## config.mk

```make
export PLATFORM = sky130hd
export DESIGN_NAME = parent_keyed_table_engine_top
export DESIGN_NICKNAME = d
export VERILOG_FILES = /design/src/pket_pkg.sv /design/src/parent_keyed_table_engine_top.sv
export SDC_FILE = /design/constraint.sdc
export NUM_CORES = 2
export LEC_CHECK = 0
export BUFFER_PORTS_ARGS = -buffer_cell sky130_fd_sc_hd__buf_2
export CORE_MARGIN = 5
export CORE_UTILIZATION = 45
export DETAILED_ROUTE_END_ITERATION = 16
export GPL_TIMING_DRIVEN = 0
export PLACE_DENSITY = 0.67
export SYNTH_ARGS = -nofsm -noshare
export SYNTH_HDL_FRONTEND = slang
export SYNTH_SLANG_ARGS = --single-unit
```

## constraint.sdc

```tcl
create_clock -name clk -period 12.5 [get_ports clk]
set_input_delay 1.875 -clock clk [delete_from_list [all_inputs] [get_ports clk]]
set_output_delay 1.875 -clock clk [all_outputs]
set_load 0.05 [all_outputs]
```

## src/pket_pkg.sv

```systemverilog
// Shared constants, codes and state type for the parent-keyed table engine.
`default_nettype none

package pket_pkg;

    // Default sizes
    localparam int DEPTH_DEF     = 16;
    localparam int KEY_BITS_DEF  = 32;
    localparam int INFO_BITS_DEF = 32;

    // Largest number of result items one search may give
    localparam int RESULT_CAP = 16;
    localparam int CNT_W      = $clog2(RESULT_CAP);

    // Command codes
    localparam logic [1:0] CMD_SEARCH = 2'd0;
    localparam logic [1:0] CMD_ERASE  = 2'd1;
    localparam logic [1:0] CMD_INSERT = 2'd2;

    // Status codes
    localparam logic [1:0] STAT_OK       = 2'd0;
    localparam logic [1:0] STAT_NO_MATCH = 2'd1;
    localparam logic [1:0] STAT_EMPTY    = 2'd2;
    localparam logic [1:0] STAT_FULL     = 2'd3;

    // Sequencer states, one-hot
    typedef enum logic [11:0] {
        ST_IDLE      = 12'b0000_0000_0001,
        ST_DECODE    = 12'b0000_0000_0010,
        ST_SRCH_RD   = 12'b0000_0000_0100,
        ST_SRCH_CHK  = 12'b0000_0000_1000,
        ST_SRCH_END  = 12'b0000_0001_0000,
        ST_ERS_RD    = 12'b0000_0010_0000,
        ST_ERS_CHK   = 12'b0000_0100_0000,
        ST_CASC_PICK = 12'b0000_1000_0000,
        ST_CASC_KEY  = 12'b0001_0000_0000,
        ST_CASC_RD   = 12'b0010_0000_0000,
        ST_CASC_CHK  = 12'b0100_0000_0000
    } state_t;

endpackage

`default_nettype wire

```

## src/parent_keyed_table_engine_top.sv

```systemverilog
// Parent-keyed table engine: slot table, read-then-check scan sequencer, result register.
// A new command is taken only while the sequencer is idle, and a stalled result holds
//   the sequencer.
// Reset: valid bits and control clear at once; entry contents are not cleared and are
//   used only from slots that hold or held an entry, so no clearing pass is needed.
`default_nettype none

module parent_keyed_table_engine_top #(
    parameter int DEPTH     = pket_pkg::DEPTH_DEF,
    parameter int KEY_BITS  = pket_pkg::KEY_BITS_DEF,
    parameter int INFO_BITS = pket_pkg::INFO_BITS_DEF
) (
    input  wire logic        clk,
    input  wire logic        rst_n,
    // command channel
    input  wire logic        in_valid,
    output logic             in_stall,
    input  wire logic [1:0]  cmd,
    input  wire logic [31:0] key,
    input  wire logic [31:0] parent_key,
    input  wire logic [31:0] info_word,
    // result channel
    output logic             out_valid,
    input  wire logic        out_stall,
    output logic [1:0]       status,
    output logic [31:0]      out_key,
    output logic [31:0]      out_parent,
    output logic [31:0]      out_info,
    output logic             last
);

    localparam int IDX_W   = $clog2(DEPTH);
    localparam int ENTRY_W = 2 * KEY_BITS + INFO_BITS;

    // Control registers
    pket_pkg::state_t                state_reg, state_next;
    logic [IDX_W-1:0]                idx_reg, idx_next;
    logic [pket_pkg::CNT_W-1:0]      cnt_reg, cnt_next;
    logic [1:0]                      cmd_reg, cmd_next;
    logic [DEPTH-1:0]                valid_reg, valid_next;
    logic [DEPTH-1:0]                pend_reg, pend_next;
    logic                            hold_valid_reg, hold_valid_next;
    logic                            out_valid_reg, out_valid_next;

    // Payload registers
    logic [KEY_BITS-1:0]             cmp_key_reg, cmp_key_next;
    logic [KEY_BITS-1:0]             new_key_reg, new_key_next;
    logic [KEY_BITS-1:0]             new_par_reg, new_par_next;
    logic [INFO_BITS-1:0]            new_info_reg, new_info_next;
    logic [31:0]                     hold_key_reg, hold_key_next;
    logic [31:0]                     hold_par_reg, hold_par_next;
    logic [31:0]                     hold_info_reg, hold_info_next;
    logic [1:0]                      out_status_reg, out_status_next;
    logic [31:0]                     out_key_reg, out_key_next;
    logic [31:0]                     out_par_reg, out_par_next;
    logic [31:0]                     out_info_reg, out_info_next;
    logic                            out_last_reg, out_last_next;

    // Entry memory
    logic [ENTRY_W-1:0]              mem [DEPTH];
    logic [ENTRY_W-1:0]              rd_data_reg;
    logic [IDX_W-1:0]                rd_addr;
    logic                            mem_we;
    logic [IDX_W-1:0]                wr_addr;
    logic [ENTRY_W-1:0]              wr_data;

    logic [KEY_BITS-1:0]             rd_key, rd_par, cmp_op;
    logic [INFO_BITS-1:0]            rd_info;
    logic                            cmp_eq, slot_hit, idx_end, out_free, in_fire;
    logic                            tbl_empty, tbl_full;
    logic [IDX_W-1:0]                free_idx, pend_idx;

    assign in_fire   = in_valid && !in_stall;
    assign in_stall  = (state_reg != pket_pkg::ST_IDLE);
    assign out_free  = !out_valid_reg || !out_stall;
    assign tbl_empty = (valid_reg == '0);
    assign tbl_full  = (valid_reg == '1);
    assign idx_end   = (idx_reg == IDX_W'(DEPTH - 1));

    // Fields of the slot read last cycle
    assign rd_key  = rd_data_reg[ENTRY_W-1 -: KEY_BITS];
    assign rd_par  = rd_data_reg[INFO_BITS +: KEY_BITS];
    assign rd_info = rd_data_reg[INFO_BITS-1:0];

    // Shared key comparator: erase scan matches keys, search and cascade match parents
    assign cmp_op   = (state_reg == pket_pkg::ST_ERS_CHK) ? rd_key : rd_par;
    assign cmp_eq   = (cmp_op == cmp_key_reg);
    assign slot_hit = valid_reg[idx_reg] && cmp_eq;

    // Lowest free slot and lowest slot waiting for its children to be removed
    always_comb
    begin
        free_idx = '0;
        pend_idx = '0;
        for (int i = DEPTH - 1; i >= 0; i--)
        begin
            if (!valid_reg[i])
                free_idx = IDX_W'(i);
            if (pend_reg[i])
                pend_idx = IDX_W'(i);
        end
    end

    assign rd_addr = (state_reg == pket_pkg::ST_CASC_PICK) ? pend_idx : idx_reg;

    // Sequencer
    always_comb
    begin
        state_next      = state_reg;
        idx_next        = idx_reg;
        cnt_next        = cnt_reg;
        cmd_next        = cmd_reg;
        valid_next      = valid_reg;
        pend_next       = pend_reg;
        hold_valid_next = hold_valid_reg;
        cmp_key_next    = cmp_key_reg;
        new_key_next    = new_key_reg;
        new_par_next    = new_par_reg;
        new_info_next   = new_info_reg;
        hold_key_next   = hold_key_reg;
        hold_par_next   = hold_par_reg;
        hold_info_next  = hold_info_reg;
        out_status_next = out_status_reg;
        out_key_next    = out_key_reg;
        out_par_next    = out_par_reg;
        out_info_next   = out_info_reg;
        out_last_next   = out_last_reg;
        out_valid_next  = out_valid_reg && out_stall;
        mem_we          = 1'b0;
        wr_addr         = free_idx;
        wr_data         = {new_key_reg, new_par_reg, new_info_reg};

        case (state_reg)
            pket_pkg::ST_IDLE:
            begin
                if (in_fire)
                begin
                    cmd_next      = cmd;
                    cmp_key_next  = (cmd == pket_pkg::CMD_ERASE) ? KEY_BITS'(key)
                                                                 : KEY_BITS'(parent_key);
                    new_key_next  = KEY_BITS'(key);
                    new_par_next  = KEY_BITS'(parent_key);
                    new_info_next = INFO_BITS'(info_word);
                    state_next    = pket_pkg::ST_DECODE;
                end
            end

            pket_pkg::ST_DECODE:
            begin
                idx_next = '0;
                cnt_next = '0;
                case (cmd_reg)
                    pket_pkg::CMD_SEARCH, pket_pkg::CMD_ERASE:
                    begin
                        if (!tbl_empty)
                            state_next = (cmd_reg == pket_pkg::CMD_SEARCH)
                                         ? pket_pkg::ST_SRCH_RD : pket_pkg::ST_ERS_RD;
                        else if (out_free)
                        begin
                            out_valid_next  = 1'b1;
                            out_status_next = pket_pkg::STAT_EMPTY;
                            out_key_next    = '0;
                            out_par_next    = '0;
                            out_info_next   = '0;
                            out_last_next   = 1'b1;
                            state_next      = pket_pkg::ST_IDLE;
                        end
                    end
                    pket_pkg::CMD_INSERT:
                    begin
                        if (out_free)
                        begin
                            out_valid_next  = 1'b1;
                            out_key_next    = 32'(new_key_reg);
                            out_par_next    = 32'(new_par_reg);
                            out_info_next   = 32'(new_info_reg);
                            out_last_next   = 1'b1;
                            if (tbl_full)
                                out_status_next = pket_pkg::STAT_FULL;
                            else
                            begin
                                out_status_next      = pket_pkg::STAT_OK;
                                mem_we               = 1'b1;
                                valid_next[free_idx] = 1'b1;
                            end
                            state_next = pket_pkg::ST_IDLE;
                        end
                    end
                    default:
                        state_next = pket_pkg::ST_IDLE;
                endcase
            end

            // Search: one match is held back until the next one shows whether it is the last
            pket_pkg::ST_SRCH_RD:
                state_next = pket_pkg::ST_SRCH_CHK;

            pket_pkg::ST_SRCH_CHK:
            begin
                if (slot_hit)
                begin
                    if (!hold_valid_reg || out_free)
                    begin
                        if (hold_valid_reg)
                        begin
                            out_valid_next  = 1'b1;
                            out_status_next = pket_pkg::STAT_OK;
                            out_key_next    = hold_key_reg;
                            out_par_next    = hold_par_reg;
                            out_info_next   = hold_info_reg;
                            out_last_next   = 1'b0;
                        end
                        hold_valid_next = 1'b1;
                        hold_key_next   = 32'(rd_key);
                        hold_par_next   = 32'(rd_par);
                        hold_info_next  = 32'(rd_info);
                        cnt_next        = cnt_reg + 1'b1;
                        if (idx_end || cnt_reg == pket_pkg::CNT_W'(pket_pkg::RESULT_CAP - 1))
                            state_next = pket_pkg::ST_SRCH_END;
                        else
                        begin
                            idx_next   = idx_reg + 1'b1;
                            state_next = pket_pkg::ST_SRCH_RD;
                        end
                    end
                end
                else if (idx_end)
                    state_next = pket_pkg::ST_SRCH_END;
                else
                begin
                    idx_next   = idx_reg + 1'b1;
                    state_next = pket_pkg::ST_SRCH_RD;
                end
            end

            pket_pkg::ST_SRCH_END:
            begin
                if (out_free)
                begin
                    out_valid_next  = 1'b1;
                    out_last_next   = 1'b1;
                    out_status_next = hold_valid_reg ? pket_pkg::STAT_OK
                                                     : pket_pkg::STAT_NO_MATCH;
                    out_key_next    = hold_valid_reg ? hold_key_reg  : '0;
                    out_par_next    = hold_valid_reg ? hold_par_reg  : '0;
                    out_info_next   = hold_valid_reg ? hold_info_reg : '0;
                    hold_valid_next = 1'b0;
                    state_next      = pket_pkg::ST_IDLE;
                end
            end

            // Erase: find lowest slot holding the key
            pket_pkg::ST_ERS_RD:
                state_next = pket_pkg::ST_ERS_CHK;

            pket_pkg::ST_ERS_CHK:
            begin
                if (slot_hit)
                begin
                    if (out_free)
                    begin
                        out_valid_next      = 1'b1;
                        out_status_next     = pket_pkg::STAT_OK;
                        out_key_next        = 32'(rd_key);
                        out_par_next        = 32'(rd_par);
                        out_info_next       = 32'(rd_info);
                        out_last_next       = 1'b1;
                        valid_next[idx_reg] = 1'b0;
                        pend_next[idx_reg]  = 1'b1;
                        state_next          = pket_pkg::ST_CASC_PICK;
                    end
                end
                else if (idx_end)
                begin
                    if (out_free)
                    begin
                        out_valid_next  = 1'b1;
                        out_status_next = pket_pkg::STAT_NO_MATCH;
                        out_key_next    = '0;
                        out_par_next    = '0;
                        out_info_next   = '0;
                        out_last_next   = 1'b1;
                        state_next      = pket_pkg::ST_IDLE;
                    end
                end
                else
                begin
                    idx_next   = idx_reg + 1'b1;
                    state_next = pket_pkg::ST_ERS_RD;
                end
            end

            // Cascade: take one removed slot, remove every valid child of its key
            pket_pkg::ST_CASC_PICK:
            begin
                if (pend_reg == '0)
                    state_next = pket_pkg::ST_IDLE;
                else
                begin
                    pend_next[pend_idx] = 1'b0;
                    state_next          = pket_pkg::ST_CASC_KEY;
                end
            end

            pket_pkg::ST_CASC_KEY:
            begin
                cmp_key_next = rd_key;
                idx_next     = '0;
                state_next   = pket_pkg::ST_CASC_RD;
            end

            pket_pkg::ST_CASC_RD:
                state_next = pket_pkg::ST_CASC_CHK;

            pket_pkg::ST_CASC_CHK:
            begin
                if (slot_hit)
                begin
                    valid_next[idx_reg] = 1'b0;
                    pend_next[idx_reg]  = 1'b1;
                end
                if (idx_end)
                    state_next = pket_pkg::ST_CASC_PICK;
                else
                begin
                    idx_next   = idx_reg + 1'b1;
                    state_next = pket_pkg::ST_CASC_RD;
                end
            end

            default:
                state_next = pket_pkg::ST_IDLE;
        endcase
    end

    // Control state
    always_ff @(posedge clk or negedge rst_n)
    begin
        if (!rst_n)
        begin
            state_reg      <= pket_pkg::ST_IDLE;
            idx_reg        <= '0;
            cnt_reg        <= '0;
            cmd_reg        <= '0;
            valid_reg      <= '0;
            pend_reg       <= '0;
            hold_valid_reg <= 1'b0;
            out_valid_reg  <= 1'b0;
        end
        else
        begin
            state_reg      <= state_next;
            idx_reg        <= idx_next;
            cnt_reg        <= cnt_next;
            cmd_reg        <= cmd_next;
            valid_reg      <= valid_next;
            pend_reg       <= pend_next;
            hold_valid_reg <= hold_valid_next;
            out_valid_reg  <= out_valid_next;
        end
    end

    // Payload
    always_ff @(posedge clk)
    begin
        cmp_key_reg    <= cmp_key_next;
        new_key_reg    <= new_key_next;
        new_par_reg    <= new_par_next;
        new_info_reg   <= new_info_next;
        hold_key_reg   <= hold_key_next;
        hold_par_reg   <= hold_par_next;
        hold_info_reg  <= hold_info_next;
        out_status_reg <= out_status_next;
        out_key_reg    <= out_key_next;
        out_par_reg    <= out_par_next;
        out_info_reg   <= out_info_next;
        out_last_reg   <= out_last_next;
    end

    // Entry memory: one write port, one registered read port
    always_ff @(posedge clk)
    begin
        if (mem_we)
            mem[wr_addr] <= wr_data;
        rd_data_reg <= mem[rd_addr];
    end

    assign out_valid  = out_valid_reg;
    assign status     = out_status_reg;
    assign out_key    = out_key_reg;
    assign out_parent = out_par_reg;
    assign out_info   = out_info_reg;
    assign last       = out_last_reg;

    // A slot waiting in the cascade has already been removed
    a_pend_not_valid: assert property (@(posedge clk) disable iff (!rst_n)
        (pend_reg & valid_reg) == '0)
        else $error("cascade slot still valid");

    // Removals wait only inside the cascade
    a_pend_in_casc: assert property (@(posedge clk) disable iff (!rst_n)
        pend_reg != '0 |-> (state_reg == pket_pkg::ST_CASC_PICK
                            || state_reg == pket_pkg::ST_CASC_KEY
                            || state_reg == pket_pkg::ST_CASC_RD
                            || state_reg == pket_pkg::ST_CASC_CHK))
        else $error("pending removal outside cascade");

    // A held match exists only while a search runs
    a_hold_in_srch: assert property (@(posedge clk) disable iff (!rst_n)
        hold_valid_reg |-> (state_reg == pket_pkg::ST_SRCH_RD
                            || state_reg == pket_pkg::ST_SRCH_CHK
                            || state_reg == pket_pkg::ST_SRCH_END))
        else $error("held match outside search");

    // Only an insert adds valid slots
    a_grow_on_ins: assert property (@(posedge clk) disable iff (!rst_n)
        $countones(valid_reg) > $countones($past(valid_reg))
            |-> $past(state_reg == pket_pkg::ST_DECODE && cmd_reg == pket_pkg::CMD_INSERT))
        else $error("valid slots grew outside insert");

endmodule

`default_nettype wire

```

==> flow_summary_export.csv <==
group,metric,value,unit
run_status,outcome,"complete, but fails checks",
run_status,failed_checks,"capacitance limit, slew limit",
floorplanning,core_area,173000,µm²
sta,fin_skew,0.0808,ns
clock_network,htreeDepth,4,
grt,top_usage_layer,"met2",
drt,wl_per_cell,35.0,µm
grt,use_met3,6.08,%
drt,drc_errors,0,
pwr,p_clk_share,33.2,%
synthesis,async_flop_share,2.78,%
flow_run,cap_viol_max_count,9,
clock_network,clk_path_buf_depth,3,
sta,whs,0.437,ns
grt,use_met2,44.3,%
pwr,p_per_area,199,nW/µm²
synthesis,ys_types,76,
worst_setup_path,required,13.19,ns
sta,drv_slew,98,
synthesis,syn_inst,4860,
pwr,irDropWorstVdd,0.139,mV
placed_design,place_area,84600,µm²
clock_network,cts_tree,"built",
grt,grt_pass1_wl,372000,µm
sta,min_period_over_period,49.7,%
final_layout,nNetsFinal,5487,
worst_setup_path,worst_r2r_endpoint,"rd_data_reg[52]",
placed_design,dp_hpwl,189000,µm
worst_setup_path,crit_buf_inv,3,
final_layout,largest_reg_flops,1536,
clock_network,clk_pin_slew_worst_paths,0.06,ns
min_path,worst_hold_path_type,"reg2reg",
final_layout,synthToLayoutAreaGrowth,16.4,%
sta,rsz0062_at_grt,"no",
drt,antenna_left,0,
placed_design,port_buffers,202,
final_layout,fill_cells,13958,
synthesis,synth_area_per_cell,16.1,µm²
pwr,p_int,12400,µW
clock_network,postCtsHoldBufs,0,
synthesis,synth_fa_ha_area_share,0.0799,%
placed_design,dp.cells,7506,
min_path,worstHoldStart,"rd_data_reg[10]",
floorplanning,pin_count,203,
synthesis,synthSimpleGateAreaFrac,4.46,%
worst_setup_path,cp_top_family,"buffers and inverters",
floorplanning,start_util,45.2,%
final_layout,postLayoutCellArea,91200,µm²
drt,viasPerCell,6.29,
worst_setup_path,path_class,"reg2reg",
sta,max_freq,0.161,GHz
clock_network,cts_inserted_buffers,197,
synthesis,ys_seq_area_share,75.5,%
synthesis,synthFlopType,"edfxtp_1",
synthesis,yosysTopAreaCell,"edfxtp_1",
synthesis,synth-compound-area-share,7.35,%
sta,final.min_clock_period,6.21,ns
floorplanning,rows,153,
worst_setup_path,worstPathMaxFanout,10,
final_layout,drive_gt1_share,12.6,%
pwr,netSwitchingPower,5780,µW
worst_setup_path,timing.rr.start,"state_reg[10]",
drt,via_count,49612,
sta,slew_headroom,-5.89,%
synthesis,synth_edf_count,1859,
grt,grt_max_degree,57,
clock_network,cts_setup_buffers,0,
clock_network,clockRootBuffer,"clkbuf_16",
worst_setup_path,cpMostUsedCell,"mux2i_1",
synthesis,ys_ff_latch,2011,
final_layout,fin_util,52.6,%
synthesis,yosys.area_share.xor_xnor,0.414,%
worst_setup_path,end_kind,"flop",
worst_setup_path,path_cells,"nor4_1, and2_1, nand2_1, nor2_2, mux2i_1, buf_2, clkbuf_1, buf_1, mux2i_1, o22ai_1, or4_1",
clock_network,cts.sinks,2011,
synthesis,syn_area,78300,µm²
pwr,p_comb_share,22.2,%
clock_network,cts_resized,0,
worst_setup_path,slowest_delay,1.18,ns
final_layout,final_cells,7884,
min_path,hold_end,"hold_info_reg[10]",
placed_design,routabilityCongestion,0.959,
drt,drtIter0Drc,8062,
floorplanning,fp.dieH,427,µm
pwr,sw_frac_of_total,31.8,%
worst_setup_path,crit_path_start_kind,"flop",
synthesis,syn_nets,4967,
worst_setup_path,cp.arrival,6.90,ns
floorplanning,die_w,427,µm
drt,wl,276000,µm
synthesis,synth_warnings,0,
grt,grtUsageTotal,29.6,%
min_path,whs_path_depth,0,
grt,gr-usage-met1,38.7,%
pwr,p_leak,0.0310,µW
clock_network,clk_latency,0.88,ns
worst_setup_path,reg2regPathDepth,11,
sta,hold_viol,0,
synthesis,synthMuxAreaShare,10.5,%
synthesis,yosysMostFrequentCell,"edfxtp_1",
sta,finalSetupViolCount,0,
drt,firstDrtPassIters,6,
synthesis,synth_top_family_by_area,"multiplexers",
sta,tightest_slew,1.59,ns
grt,antenna_found_initial,14,
grt,grt_overflow,0,
floorplanning,die-area,183000,µm²
synthesis,synth.top_cell.area_share,71.3,%
worst_setup_path,cp.depth,11,
pwr,pwr-share-seq,44.6,%
synthesis,synth_top_cells_by_area,"edfxtp_1 71%, mux2i_1 10%, o22ai_1 3.1%",
worst_setup_path,crit_slowest_cell,"clkbuf_1",
synthesis,synthTopCellsByCount,"1859 x edfxtp_1, 814 x mux2i_1, 392 x o22ai_1",
grt,grt_pass1_vias,46470,
worst_setup_path,rrSetupSlack,6.29,ns
-- worst reg2reg max path: cells and delay by family, from the launching register on --
family	cells	cell delay (ns)
compound gates	1	0.12
buf+inv	3	2.82
flops	1	0.45
mux	2	0.95
simple gates	5	1.74
-- per-layer routing --
metal  part of all wire, %  wire length (µm)  vias up
met3                    11             31100      733
li1                      -                 -    20260
met4                   8.4             23300        0
met1                    36             99600    24946
met5                     0                 0        -
met2                    44            122000     3673
-- final cells by class --
type	instances	area [µm²]	share of cell area (%)
Antenna cell	9	22.5	0.0247
Buffer	283	1150	1.27
Clock buffer	267	5450	5.97
Clock inverter	102	1140	1.25
Inverter	38	148	0.162
Multi-Input combinational cell	2528	18000	19.8
Sequential cell	2011	59100	64.9
Tap cell	2325	2910	3.19
Timing Repair Buffer	321	3170	3.48
-- power groups by stage --
stage	combinational (µW)	clock (µW)	sequential (µW)
floorplan	2280	0	7940
global route	4110	6340	8100
CTS	3960	6050	8080
global placement	3890	0	8220
finish	4030	6030	8120
detailed placement	3940	0	8220
-- stage by stage --
stage	total power, µW	setup TNS, ns	setup WS [ns]
floorplan	10200	0	2.49
global placement	12100	-3738.91	-7.51
detailed placement	12200	0	6.42
CTS	18100	0	6.44
global route	18500	0	6.21
finish	18200	0	6.29
-- worst max path at each step --
| stage | startpoint | to |
|---|---|---|
| global route | state_reg[10] | rd_data_reg[52] |
| finish | state_reg[10] | rd_data_reg[52] |
| floorplan | out_stall | mem[3][0] |
| CTS | state_reg[10] | rd_data_reg[86] |
| global placement | out_stall | mem[3][19] |
| detailed placement | state_reg[10] | rd_data_reg[20] |
-- logic make-up (layout without fill, tap and decap cells) --
logic type      count (synthesis)  in the layout
flops                        2011           2011
simple gates                  711            711
mux                           820            820
xor+xnor                       37             37
fa+ha+maj                       5              5
compound gates                954            954
other cells                     1             10
buf+inv                       321           1011
-- layout by cell type (no fill, tap or decap), types with 102 or more instances in the layout --
master	n
a21oi_1	131
buf_2	240
clkbuf_1	224
clkbuf_16	200
edfxtp_1	1859
mux2i_1	814
nand2_1	281
nor2_1	144
o21ai_0	145
o21ai_1	105
o22ai_1	392
or4_1	102
Note: power is estimated with default switching activity, not from simulation.
